`src/sv/cdre_pkg.sv`:
```
// ----------------------------------------------------------------------------
// cdre_pkg
// Shared constants, codes and control structs for the CSR row expander.
// ----------------------------------------------------------------------------
package cdre_pkg;

   localparam int MAX_COLUMNS = 64;
   localparam int COL_W       = $clog2(MAX_COLUMNS);
   localparam int CNT_W       = 7;
   localparam int ROW_W       = 16;
   localparam int PTR_W       = 32;
   localparam int VAL_W       = 64;
   localparam int ST_W        = 2;
   localparam int ADDR_W      = 3;
   localparam int DATA_W      = 32;

   localparam logic CMD_POINTER = 1'b0;
   localparam logic CMD_NONZERO = 1'b1;

   localparam logic [ST_W-1:0] ST_OK       = 2'd0;
   localparam logic [ST_W-1:0] ST_BAD_COL  = 2'd1;
   localparam logic [ST_W-1:0] ST_PTR_DEC  = 2'd2;
   localparam logic [ST_W-1:0] ST_NO_ROW   = 2'd3;

   localparam logic REG_ROW_COUNT    = 1'b0;
   localparam logic REG_COLUMN_COUNT = 1'b1;

   typedef struct packed {
      logic take;
      logic rd_first;
      logic emit;
   } dp_cmd_type;

   typedef struct packed {
      logic drain_req;
      logic out_free;
      logic last_col;
   } dp_sts_type;

   function automatic logic [CNT_W-1:0] eff_cols(input logic [CNT_W-1:0] cc);
      logic [CNT_W-1:0] n;
      n = cc;
      if (cc == '0) n = CNT_W'(1);
      else if (cc > CNT_W'(MAX_COLUMNS)) n = CNT_W'(MAX_COLUMNS);
      return n;
   endfunction

   function automatic logic [ROW_W-1:0] eff_rows(input logic [ROW_W-1:0] rc);
      return (rc == '0) ? ROW_W'(1) : rc;
   endfunction

endpackage

```
`src/sv/cdre_ctrl.sv`:
```
// ----------------------------------------------------------------------------
// cdre_ctrl
// Sequencer: takes input beats, then reads and emits a finished row.
// ----------------------------------------------------------------------------
module cdre_ctrl (
   input  logic                clock,
   input  logic                reset,
   input  cdre_pkg::dp_sts_type sts,
   output cdre_pkg::dp_cmd_type cmd
);
   import cdre_pkg::*;

   localparam logic [1:0] S_IDLE = 2'd0;
   localparam logic [1:0] S_READ = 2'd1;
   localparam logic [1:0] S_EMIT = 2'd2;

   logic [1:0] state_ff, state_in;

   always_comb begin
      state_in = state_ff;
      case (state_ff)
         S_IDLE: begin
            if (sts.drain_req) state_in = S_READ;
         end
         S_READ: begin
            state_in = S_EMIT;
         end
         S_EMIT: begin
            if (sts.out_free && sts.last_col) state_in = S_IDLE;
         end
         default: begin
            state_in = S_IDLE;
         end
      endcase
   end

   always_ff @(posedge clock) begin
      if (reset) state_ff <= S_IDLE;
      else       state_ff <= state_in;
   end

   assign cmd.take     = (state_ff == S_IDLE);
   assign cmd.rd_first = (state_ff == S_READ);
   assign cmd.emit     = (state_ff == S_EMIT);

endmodule

```
`config.mk`:
```
export PLATFORM = sky130hd
export DESIGN_NAME = cdre_ctrl
export DESIGN_NICKNAME = d
export VERILOG_FILES = /design/src/sv/cdre_pkg.sv /design/src/sv/cdre_ctrl.sv
export SDC_FILE = /design/constraint.sdc
export NUM_CORES = 1
export LEC_CHECK = 0
export ABC_AREA = 1
export BUFFER_PORTS_ARGS = -buffer_cell sky130_fd_sc_hd__buf_2
export CORE_AREA = 8 8 45 47
export CTS_BUF_LIST = sky130_fd_sc_hd__clkbuf_2
export DETAILED_ROUTE_END_ITERATION = 7
export DIE_AREA = 0 0 53 55
export PLACE_DENSITY = 0.3
export SETUP_SLACK_MARGIN = 0.1
export SLEW_MARGIN = 20
export SYNTH_ARGS = -nofsm -noshare
export SYNTH_HDL_FRONTEND = slang
export SYNTH_SLANG_ARGS = --single-unit
```
`constraint.sdc`:
```
create_clock -name clock -period 0.8 [get_ports clock]
set_input_delay 0.16 -clock clock [delete_from_list [all_inputs] [get_ports clock]]
set_output_delay 0.16 -clock clock [all_outputs]
set_load 0.03 [all_outputs]
```
==> results.md, run 1 <==
- The share of the clock period used by the worst path after layout is 1.240.
- Setup violations remaining at the end of the flow were counted as 5.
- The multi-input gate area in the final layout is a little under 60 µm².
- The number of global-route vias before repair is between 100 and 150.
- The total DRC errors in the routed layout is 0.
- Based on the critical path, the design can be clocked at up to between 1 and 1.5 GHz.
- The max-slew violation count is 0.
- Summed over all failing endpoints, the final setup total negative slack is -0.6510 ns.
- Counting along the longest clock path gives a buffer depth of 2.
- Across the VDD grid, the largest voltage drop is around 0.0005 V.
- The number of failing hold endpoints at the final stage came to 0.
- The final worst slack is -0.1923 ns.
- The register with the most flip-flops in the layout has 2 of them.
- The slew at the pin with the worst max-slew slack is between 0.08 and 0.09 ns.
- A synthesized cell averages about 6.8 µm².
- The via density per instance is slightly above 3.
- The total clock sinks is 2.
- From synthesis to final layout, the design area changed by 173.7%.
- For this run, the post-layout net count is 37.
- The number of clock buffers added by TritonCTS is 3.
- The post-synthesis net count is 19.
- The flow ran to the end, but the final reports show violations.
- The share of total power in combinational logic is 0.346.
- The nature of the critical path endpoint is an output pin.
- The antenna cell count is 0.
- The number of I/O pins is 8.
- The routed via count is 142.
- The H-tree level count is 1.
- The depth of the worst register-to-register path is 5.
- The number of warnings issued by yosys is 0.
- The analysis attributes to cell leakage a power of roughly 0.13 nW.
- The critical path starts at state_ff[1].
- The congestion estimate from routability-driven global placement came to just under 0.6.
- The standard-cell row count is 14.
- The checks that failed: negative setup slack.
- Summed over all layers, the routed wires come to 393 µm.
- Buffers inserted to repair hold after CTS numbered 0.
- Data on the critical path arrives at its endpoint at roughly 0.83 ns.
- Once placement completed, the tool counted placed cells totaling 39.
- Max-cap violations in this run came to 0.
- The fraction of the yosys area taken by sequential cells is 0.4211.
- In this run the worst setup path terminates at cmd[1].
- The share of synthesized area in the top cell type comes to 0.4211.
- The later pin in the worst-skew pair is clocked with a latency of between 0.15 and 0.2 ns.
- The register bank with the most flops is state_ff.
- The power dissipated by switching net loads is about 0.14 mW.
- The critical path in this run is classified as reg2out.
- In the global route stage, overall resource usage came out at 0.02946.
- The die boundary width is between 50 and 60 µm.
- The mapped cell area is 95.09 µm².
- The startpoint identified for the worst register-to-register timing path is state_ff[1].
- The maximum fanout along the worst path is 3.
- After the first detailed-routing iteration, the DRC count stood at 0.
- Detailed placement ended at an HPWL of 261.8 µm.
- Data on the critical path is required at its endpoint by about 0.64 ns.
- The wire length of the first global-routing pass is 531 µm.
- The max-slew headroom at the worst pin is 0.9445.
- Of the total power, the share spent switching nets is 0.3271.
- TritonCTS built the clock tree.
- The number of flip-flops and latches in the synthesized netlist is 2.
- The effective utilization at floorplan is 0.06872.
- Global routing finished with a remaining overflow of 0.
- Summing all placed instances gives a cell area of between 150 and 200 µm².
- The post-route cell area is 260.3 µm².
- The number of standard cells after synthesis is 14.
- Entering global routing, the biggest net connects 4 pins.
- The clock skew after layout is 0.0001681 ns.
- The unique cell type count in the Yosys netlist is 9.
- The final non-filler cell total is 46.
- The share of total power dissipated in the clock network is 0.373.
- The class of the worst hold path is in2reg.
- In this run the critical register-to-register path is captured at state_ff[1].
- Setup repair after global routing could not meet its margin everywhere.
- The cell chosen for the clock root is clkbuf_2.
- By area the synthesized netlist is led by dfxtp_1 42%, nand2_2 13%, inv_2 12%.
- The per-cell routed wire length is approximately 8.5 µm.
- Once layout is complete, the utilization of the core stands at 0.1881.
- The area of the core is approximately 1400 µm².
- Of the total power, registers draw 0.281.
- The largest registers in the layout are state_ff (2).
- The number of I/O port buffers is 7.
- Hold is met by 0.1549 ns.
- The clock-pin slew of the registers on the worst-case setup and hold paths is 0.03 ns.
- The antenna violation net count after detailed routing is 0.
- The smallest clock period supported by the final layout is computed as 0.9923 ns.
- The biggest area consumer among synthesized cells is dfxtp_1.
- STA classifies the critical path startpoint as a register.
- From bottom edge to top edge, the die measures approximately 55 µm.
- Summing all flip-flop and latch instances after layout gives 45.04 µm².
- The fraction of layout instances using a drive strength above 1 is 0.9667.
- For this run, the detailed router's first-pass iteration total came to 1.
- The floorplan step defined a die boundary enclosing 2915 µm².
- The number of antenna violations at the first check in global routing was 0.
- The cell area power density is 1597 nW/µm².
- The total internal power is approximately 0.28 mW.
- The reg2reg setup slack is -0.11 ns.
- The layout has ~160 filler cells.
cells in the mapped netlist:
| library cell | count |
|---|---|
| a21oi_1 | 1 |
| dfxtp_1 | 2 |
| inv_1 | 1 |
| inv_2 | 3 |
| nand2_1 | 2 |
| nand2_2 | 2 |
| nand3_1 | 1 |
| nor2_1 | 1 |
| nor2_2 | 1 |
cell families (layout without fill, tap and decap cells):
logic type,after synthesis,count (layout),share of synthesized area
buffers and inverters,4,20,0.1578
flip-flops,2,2,0.4211
AND/OR/NAND/NOR,7,7,0.3684
AO/OA/AOI/OAI,1,1,0.05258
routing by layer:
metal  up-vias  track usage  wire length, µm
met5         -            0                0
met4         0      0.05172                0
met3         0      0.02139               57
met2         7      0.02930              165
met1        63      0.02874              170
li1         72            -                -
layout make-up:
class / count / area share
clock buffers: 3 / 0.05769
inverters: 4 / 0.08654
multi-input cells: 8 / 0.2260
flip-flops and latches: 2 / 0.1731
well taps: 16 / 0.07692
repair buffers: 13 / 0.3798
worst max-delay path, stage by stage, from the launching register on:
cell	delay, ns
dfxtp_2	0.35
inv_4	0.05
nand2_2	0.09
inv_4	0.03
buf_6	0.12
per-stage QoR:
step           power (mW)  worst slack, ns
2_1_floorplan      0.1793          0.07286
3_3_place_gp       0.2178         -0.05343
3_5_place_dp       0.2194         -0.06416
4_1_cts            0.4169          -0.2036
5_1_grt            0.4508          -0.2394
6_report           0.4155          -0.1923
cell usage in the layout, fill, tap and decap left out:
master / synthesis / layout
buf_2: 0 / 4
dfxtp_4: 0 / 1
nor2_4: 0 / 1
dfxtp_2: 0 / 1
nand3_2: 0 / 1
a21oi_2: 0 / 1
inv_2: 3 / 1
inv_4: 0 / 3
nand2_2: 2 / 3
nor2_2: 1 / 1
clkbuf_2: 0 / 3
buf_6: 0 / 3
nand2_1: 2 / 1
buf_4: 0 / 6
worst min path at each step:
stage / from / cells after the start / to
CTS: reset / 2 / state_ff[0]
floorplan: reset / 1 / state_ff[0]
finish: reset / 2 / state_ff[0]
global route: reset / 2 / state_ff[0]
detailed placement: reset / 2 / state_ff[0]
global placement: reset / 2 / state_ff[0]
power by group through the flow:
stage | Clock, mW | Combinational (mW) | Sequential, mW
2_1_floorplan | 0 | 0.0635 | 0.116
3_3_place_gp | 0 | 0.101 | 0.116
3_5_place_dp | 0 | 0.102 | 0.117
4_1_cts | 0.171 | 0.130 | 0.116
5_1_grt | 0.181 | 0.153 | 0.117
6_report | 0.155 | 0.144 | 0.117
what timing repair did:
item                                   4_1_cts  5_1_grt
setup buffers                                3        2
pin swaps                                    2        0
setup endpoints to repair                    5        5
gates resized for setup                      9        2
endpoints found under the hold margin        0        0
No activity file was read; power rests on OpenSTA's default activity.
==> inputs of run 2 (changes only) <==
Settings changed: SETUP_SLACK_MARGIN 0.1 to unset.
==> run 2 against run 1 <==
  * The flow still finishes with violations (negative setup slack)
  * Sequential power barely moved
  * Combinational power fell by 10%
  * Register-to-register slack improved by 0.03 ns
  * Maximum frequency rose by 1.1%
  * First-iteration DRC count did not move
  * Utilization fell by 1.8 points
  * Global-route usage rose by 0.38 points
  * Design area fell by 9.6%
  * Flip-flop and latch count did not move
  * Clock skew rose by 0.0030 ns
  * Highest routed layer unchanged
==> results.md, run 2 (synthesized netlist as in run 1, its figures left out) <==
- At the end of the flow, the number of nets in the layout was 36.
- In this run the clock root is driven by a clkbuf_2.
- The number of hold-repair buffers added at the cts stage is 0.
- The routed design could run at a clock period as short as roughly 1 ns.
- The maximum operating frequency is between 1 and 1.5 GHz.
- The number of antenna diodes in the final layout is 0.
- After detailed routing, the number of vias per cell comes to a little over 3.
- Clock-pin slew was measured on the worst setup and hold paths at 0.03 ns.
- Compared with the post-synthesis result, the final layout area differs by 147.4%.
- Dividing the final minimum period by the clock period gives 1.227.
- The delay contributed by the slowest stage of the critical path is 0.35 ns.
- Once placement finished, the instance area stood at around 180 µm².
- The class of the worst hold path is in2reg.
- Across all hold checks on the routed design, the worst slack comes to 0.1451 ns.
- The clock arrives with between 0.003 and 0.004 ns of skew.
- The commonest non-fill, non-tap cell in the layout is buf_4.
- The region available for standard cell placement spans roughly 1400 µm².
- Once layout is complete, the cells apart from fillers number between 40 and 50.
- The final worst slack is -0.1818 ns.
- In the routed design, unresolved DRC markers number 0.
- The cell area power density is between 1500 and 2000 nW/µm².
- The total power is a little over 0.4 mW.
- The library cells used most frequently in the layout, excluding fill and tap cells, are 5 x buf_4, 4 x inv_2, 4 x buf_2.
- The register with the most flip-flops in the layout has 2 of them.
- The maximum buffer depth of the clock tree is 2.
- The die boundary width is 53 µm.
- For this run, the detailed router's first-pass iteration total came to 1.
- Summed over all cells, the static leakage comes to between 0.1 and 0.15 nW.
- The register bank with the most flops is state_ff.
- Including well taps, the total number of placed cells is 40.
- The slowest stage of the critical path belongs to the cell dfxtp_4.
- The number of buffers created by CTS is 3.
- The number of global-route vias before repair is about 160.
- The max-slew violation count is 0.
- Walking the worst path, the cells encountered are inv_2, nand2_2, inv_2, buf_6.
- Dividing the detail-routed wire length by the instance count gives ~8.4 µm.
- For this configuration, the core starts out at a cell density of 0.06872.
- At the worst endpoint, the required time is approximately 0.64 ns.
- The full die area is approximately 2900 µm².
- The startpoint type of the worst setup path is a register.
- The signal arrival time at the worst endpoint is ~0.82 ns.
- The worst setup path is captured at an output pin.
- Measured along the y axis, the die boundary spans ~55 µm.
- The H-tree level count is 1.
- The aggregate global routing overflow is 0.
- The clock reaches the later pin of the worst-skew pair after approximately 0.20 ns.
- Counting every sink on the clock net gives 2.
- Setup violations remaining at the end of the flow were counted as 4.
- Once detailed placement completed, the half-perimeter wirelength came to approximately 280 µm.
- The number of I/O pins is 8.
- The largest vdd supply drop is between 0.0007 and 0.0008 V.
- Entering global routing, the biggest net connects 4 pins.
- The first-iteration detailed-routing DRC count is 0.
- In the final timing run, aggregate negative setup slack is -0.6049 ns.
- The CTS tree is done.
- The routed design has 379 µm of wire.
- Setup repair after global routing could not meet its margin everywhere.
- Routability-driven placement finished with a final weighted congestion of between 0.5 and 0.6.
- The number of antenna violations at the first check in global routing was 0.
- The max capacitance violation total is 0.
- For the pin with the worst max-slew slack, the measured transition is ~0.088 ns.
- The filler cells instantiated in the layout total roughly 170.
- In this run the core area contains 14 standard-cell rows.
- The count of nets left with antenna violations once routing finished came out at 0.
- Across every metal layer, demand over resource in global routing totals 0.03328.
- In this design, the critical path's most frequently occurring cell is inv_2.
- The maximum fanout along the worst path is 3.
- The number of I/O port buffers is 7.
- The first global-routing pass estimated 627 µm of wire.
- The final reports fail on negative setup slack.
- For this block, the via count after detailed routing is approximately 140.
- In the final layout, the share of cells above drive strength 1 is 0.9310.
- In the final layout, the registers with the most flip-flops are state_ff (2).
- The max-slew headroom at the worst pin is 0.9409.
- After routing the design area is around 240 µm².
- The number of failing hold endpoints at the final stage is 0.
- The setup path with the least slack is of type reg2out.
- The flow ran to the end, but the final reports show violations.
[run 2: changes by cell type in the layout (fill, tap and decap cells not counted), sizes merged]
cell,before,now
buf,13,12
[run 2: what timing repair did]
action / 4_1_cts / 5_1_grt
pin swaps: 0 / 2
endpoints found under the setup margin: 4 / 5
setup buffers: 3 / 0
gates resized for setup: 10 / 2
cloned: 0 / 0
[run 2: where the power goes]
| group | switching, mW | leakage, nW | total, mW | internal (mW) |
|---|---|---|---|---|
| logic | 0.0637 | 0.0883 | 0.129 | 0.0651 |
| registers | 0.00666 | 0.0175 | 0.114 | 0.107 |
| clock network | 0.0609 | 0.0125 | 0.160 | 0.0996 |
[run 2: per-layer routing]
metal | track usage | wire [µm]
met3 | 0.05080 | 79
met2 | 0.04297 | 135
met4 | 0.01293 | 0
met5 | 0 | 0
met1 | 0.02572 | 164
[run 2: area by class of cell]
class | count | area, µm² | area share
Clock buffer | 3 | 15.01 | 0.06383
Inverter | 4 | 15.01 | 0.06383
Multi-Input combinational cell | 8 | 48.80 | 0.2074
Sequential cell | 2 | 45.04 | 0.1915
Tap cell | 16 | 20.02 | 0.08511
Timing Repair Buffer | 12 | 91.34 | 0.3883
[run 2: worst paths after layout]
check         startpoint     endpoint  slack (ns)  cells past startpoint
min                reset  state_ff[1]        0.15                      2
max reg2reg  state_ff[0]  state_ff[1]       -0.08                      5
min reg2reg  state_ff[1]  state_ff[1]        0.50                      2
max          state_ff[0]       cmd[2]       -0.18                      4
[run 2: critical path, delay by kind of cell, from the launching register on]
kind / cells / cell delay (ns)
and+or+nand+nor: 1 / 0.05
DFF: 1 / 0.35
buffers and inverters: 3 / 0.23
[run 2: through the flow]
step | setup WS (ns) | utilization
CTS | -0.1854 | 0.1655
global placement | -0.03370 | 0.1266
floorplan | 0.007041 | -
finish | -0.1818 | 0.1700
detailed placement | -0.06067 | 0.1266
global route | -0.2453 | 0.1700
==> inputs of run 3 (changes only) <==
Settings changed: SETUP_SLACK_MARGIN set to 0.4.
==> run 3 against run 2 <==
  * The flow still finishes with violations (negative setup slack)
  * Clock-buffer cell count did not move
  * Via count rose by 4.3%
  * Maximum frequency fell by 0.37%
  * Largest power group is now combinational logic
  * First-iteration DRC count did not move
  * Register-to-register slack got worse by 0.03 ns
  * Routed wire length rose by 10%
  * Design area rose by 21%
  * Global-route usage rose by 0.38 points
==> results.md, run 3 (synthesized netlist as in run 1, its figures left out) <==
- The largest vdd supply drop is around 0.0004 V.
- The sequential group share of total power is 0.273.
- The checks that failed: negative setup slack.
- The flip-flop count of the largest register after layout is 2.
- The min-delay analysis places its worst path in the category in2reg.
- The sum of buffers and inverters on the critical path is 3.
- The initial utilization of the core area, before any placement, comes to 0.06872.
- The final worst slack is -0.1854 ns.
- The largest registers in the layout are state_ff (2).
- The floorplan die height is around 55 µm.
- The max-slew violation count was 0.
- The topmost layer with routed signal wires is met3.
- The per-cell routed wire length is approximately 9 µm.
- For this run, the share of the core covered by cells in the final layout is 0.2052.
- From synthesis to final layout, the design area changed by 198.7%.
- The worst hold path was traced through 2 stages.
- Of the total power, combinational logic draws 0.378.
- The critical path required time is ~0.64 ns.
- The number of hold-repair buffers added at the cts stage is 0.
- The final weighted congestion in routability-driven placement is 0.5598.
- The total clock sinks is 2.
- The antenna violation net count after detailed routing is 0.
- Leaving out fill and tap cells, the most frequent cells in the layout are 6 x buf_4, 4 x inv_4, 4 x buf_2, 4 x buf_6, 3 x clkbuf_2.
- The critical path is of the reg2out type.
- The clock-pin slew of the registers on the worst-case setup and hold paths is 0.03 ns.
- The number of I/O port buffers is 7.
- The largest single stage delay on the critical path is roughly 0.32 ns.
- The via density per instance is 3.064.
- The number of global-route vias before repair is approximately 150.
- The startpoint type of the worst setup path is a register.
- The max-slew headroom at the worst pin is 0.9345.
- The number of antenna violations at the first check in global routing is 0.
- The cell sitting at the root of the clock tree is a clkbuf_2.
- The count of cell instances traversed by the critical path is 4.
- The all-layer global routing usage is 0.03710.
- Setup violations remaining at the end of the flow were counted as 5.
- The library cell contributing the largest single delay on the critical path is dfxtp_2.
- The standard-cell row count is 14.
- The share of the clock period used by the worst path after layout is 1.232.
- The total length of routed met3 wires is 49 µm.
- Broken down by cell family, the worst path's largest delay share belongs to flip-flops.
- The clock reaches the later pin of the worst-skew pair after 0.19 ns.
- The first-iteration detailed-routing DRC count is 0.
- The cell repeated most along the worst path is inv_4.
- The power dissipated by switching net loads is 0.1409 mW.
- The routed via count is about 140.
- The CTS tree is done.
- The register bank with the most flops is state_ff.
- For this run, the detailed router's first-pass iteration total came to 1.
- The library cell used most frequently in the layout, excluding fill and tap cells, is buf_4.
- The wire length of the first global-routing pass is 641 µm.
- After layout, the minimum clock period comes to about 0.99 ns.
- In this run the static leakage power is between 0.1 and 0.15 nW.
- The flow ran to the end, but the final reports show violations.
- Across all hold checks on the routed design, the worst slack comes to approximately 0.16 ns.
- The worst setup path is captured at an output pin.
- Traced cell by cell, the critical path runs through inv_4, nand2_4, inv_4, buf_6.
- After detailed routing, the number of remaining DRC violations is 0.
- The number of failing hold endpoints at the final stage is 0.
- The die covers around 3000 µm².
- The fraction of layout instances using a drive strength above 1 is 0.9677.
- The slew at the pin with the worst max-slew slack is about 0.098 ns.
- After floorplanning, the core was sized to cover roughly 1400 µm².
- For this design the top-level I/O count stands at 8.
- Timing would allow up to 1.015 GHz.
- The maximum fanout along the worst path is 3.
- The half-perimeter wire length after placement is between 200 and 300 µm.
- After detailed routing, the total wire length is between 400 and 500 µm.
- The number of nets in the layout is 38.
- The routed design uses approximately 190 µm of met2 wire.
- The reg2reg setup slack is -0.11 ns.
- The signal arrival time at the worst endpoint is 0.83 ns.
- Of the total power, the clock network draws 0.349.
- The largest net degree at the start of global routing is 4.
- Buffers inserted during clock tree synthesis total 3.
- The total overflow left after global routing is 0.
- Setup repair after global routing could not meet its margin everywhere.
- The H-tree level count is 1.
- The met1 wire length is about 180 µm.
- The tool flagged a number of max-cap violations equal to 0.
- Measured in cells, the most critical reg-to-reg path has a length of 7.
- The maximum buffer depth of the clock tree is 2.
- Of the total power, the share spent switching nets is 0.3245.
- The internal portion of the total power is about 0.29 mW.
- For this design the ratio of total power to cell area is between 1500 and 2000 nW/µm².
- The die boundary width is between 50 and 60 µm.
- The clock arrives with around 0.0021 ns of skew.
- The antenna cell count is 0.
run 3: what timing repair did:
action	in CTS	in global routing
setup endpoints to repair	5	5
gates cloned	0	0
pin swaps	4	1
resized for setup	10	5
buffers inserted	3	2
run 3: metal layers:
metal  track usage  up-vias
met5             0        -
met4       0.05172        0
met3       0.04545        0
met2       0.03320        7
met1       0.03328       63
li1              -       74
run 3: worst register-to-register path, stage by stage, from the launching register on:
cell and delay (ns):
dfxtp_4 0.38, inv_4 0.05, nand2_4 0.06, inv_4 0.03, buf_4 0.12, buf_6 0.10
nand2_2 0.05, nor2_2 0.03
run 3: cell type report:
class,count,area (µm²)
fillers,160,1100
repair buffers,14,110.1
multi-input cells,8,68.82
flip-flops and latches,2,45.04
inverters,4,25.02
well taps,16,20.02
clock buffers,3,15.01
run 3: power by group through the flow:
| stage | clock [mW] | sequential [mW] | combinational (mW) |
|---|---|---|---|
| after floorplan | 0 | 0.116 | 0.0635 |
| after global placement | 0 | 0.116 | 0.101 |
| after detailed placement | 0 | 0.117 | 0.102 |
| after CTS | 0.167 | 0.116 | 0.142 |
| after global routing | 0.200 | 0.119 | 0.176 |
| final | 0.151 | 0.119 | 0.164 |
run 3: path summary, 6_finish.rpt:
kind	from	to
max	state_ff[1]	cmd[2]
min	reset	state_ff[1]
max reg2reg	state_ff[0]	state_ff[0]
min reg2reg	state_ff[1]	state_ff[1]
run 3: through the flow:
| stage | setup WS (ns) | instance area (µm²) | total power, mW | cells | setup TNS (ns) |
|---|---|---|---|---|---|
| after floorplan | 0.07286 | 111.4 | 0.1793 | 14 | 0 |
| after global placement | -0.05350 | 181.4 | 0.2178 | 39 | -0.1183 |
| after detailed placement | -0.05790 | 181.4 | 0.2190 | 39 | -0.1444 |
| after CTS | -0.1997 | 247.7 | 0.4250 | 45 | -0.7830 |
| after global routing | -0.2547 | 284.0 | 0.4956 | 47 | -1.032 |
| final | -0.1854 | 284.0 | 0.4341 | 47 | -0.7581 |
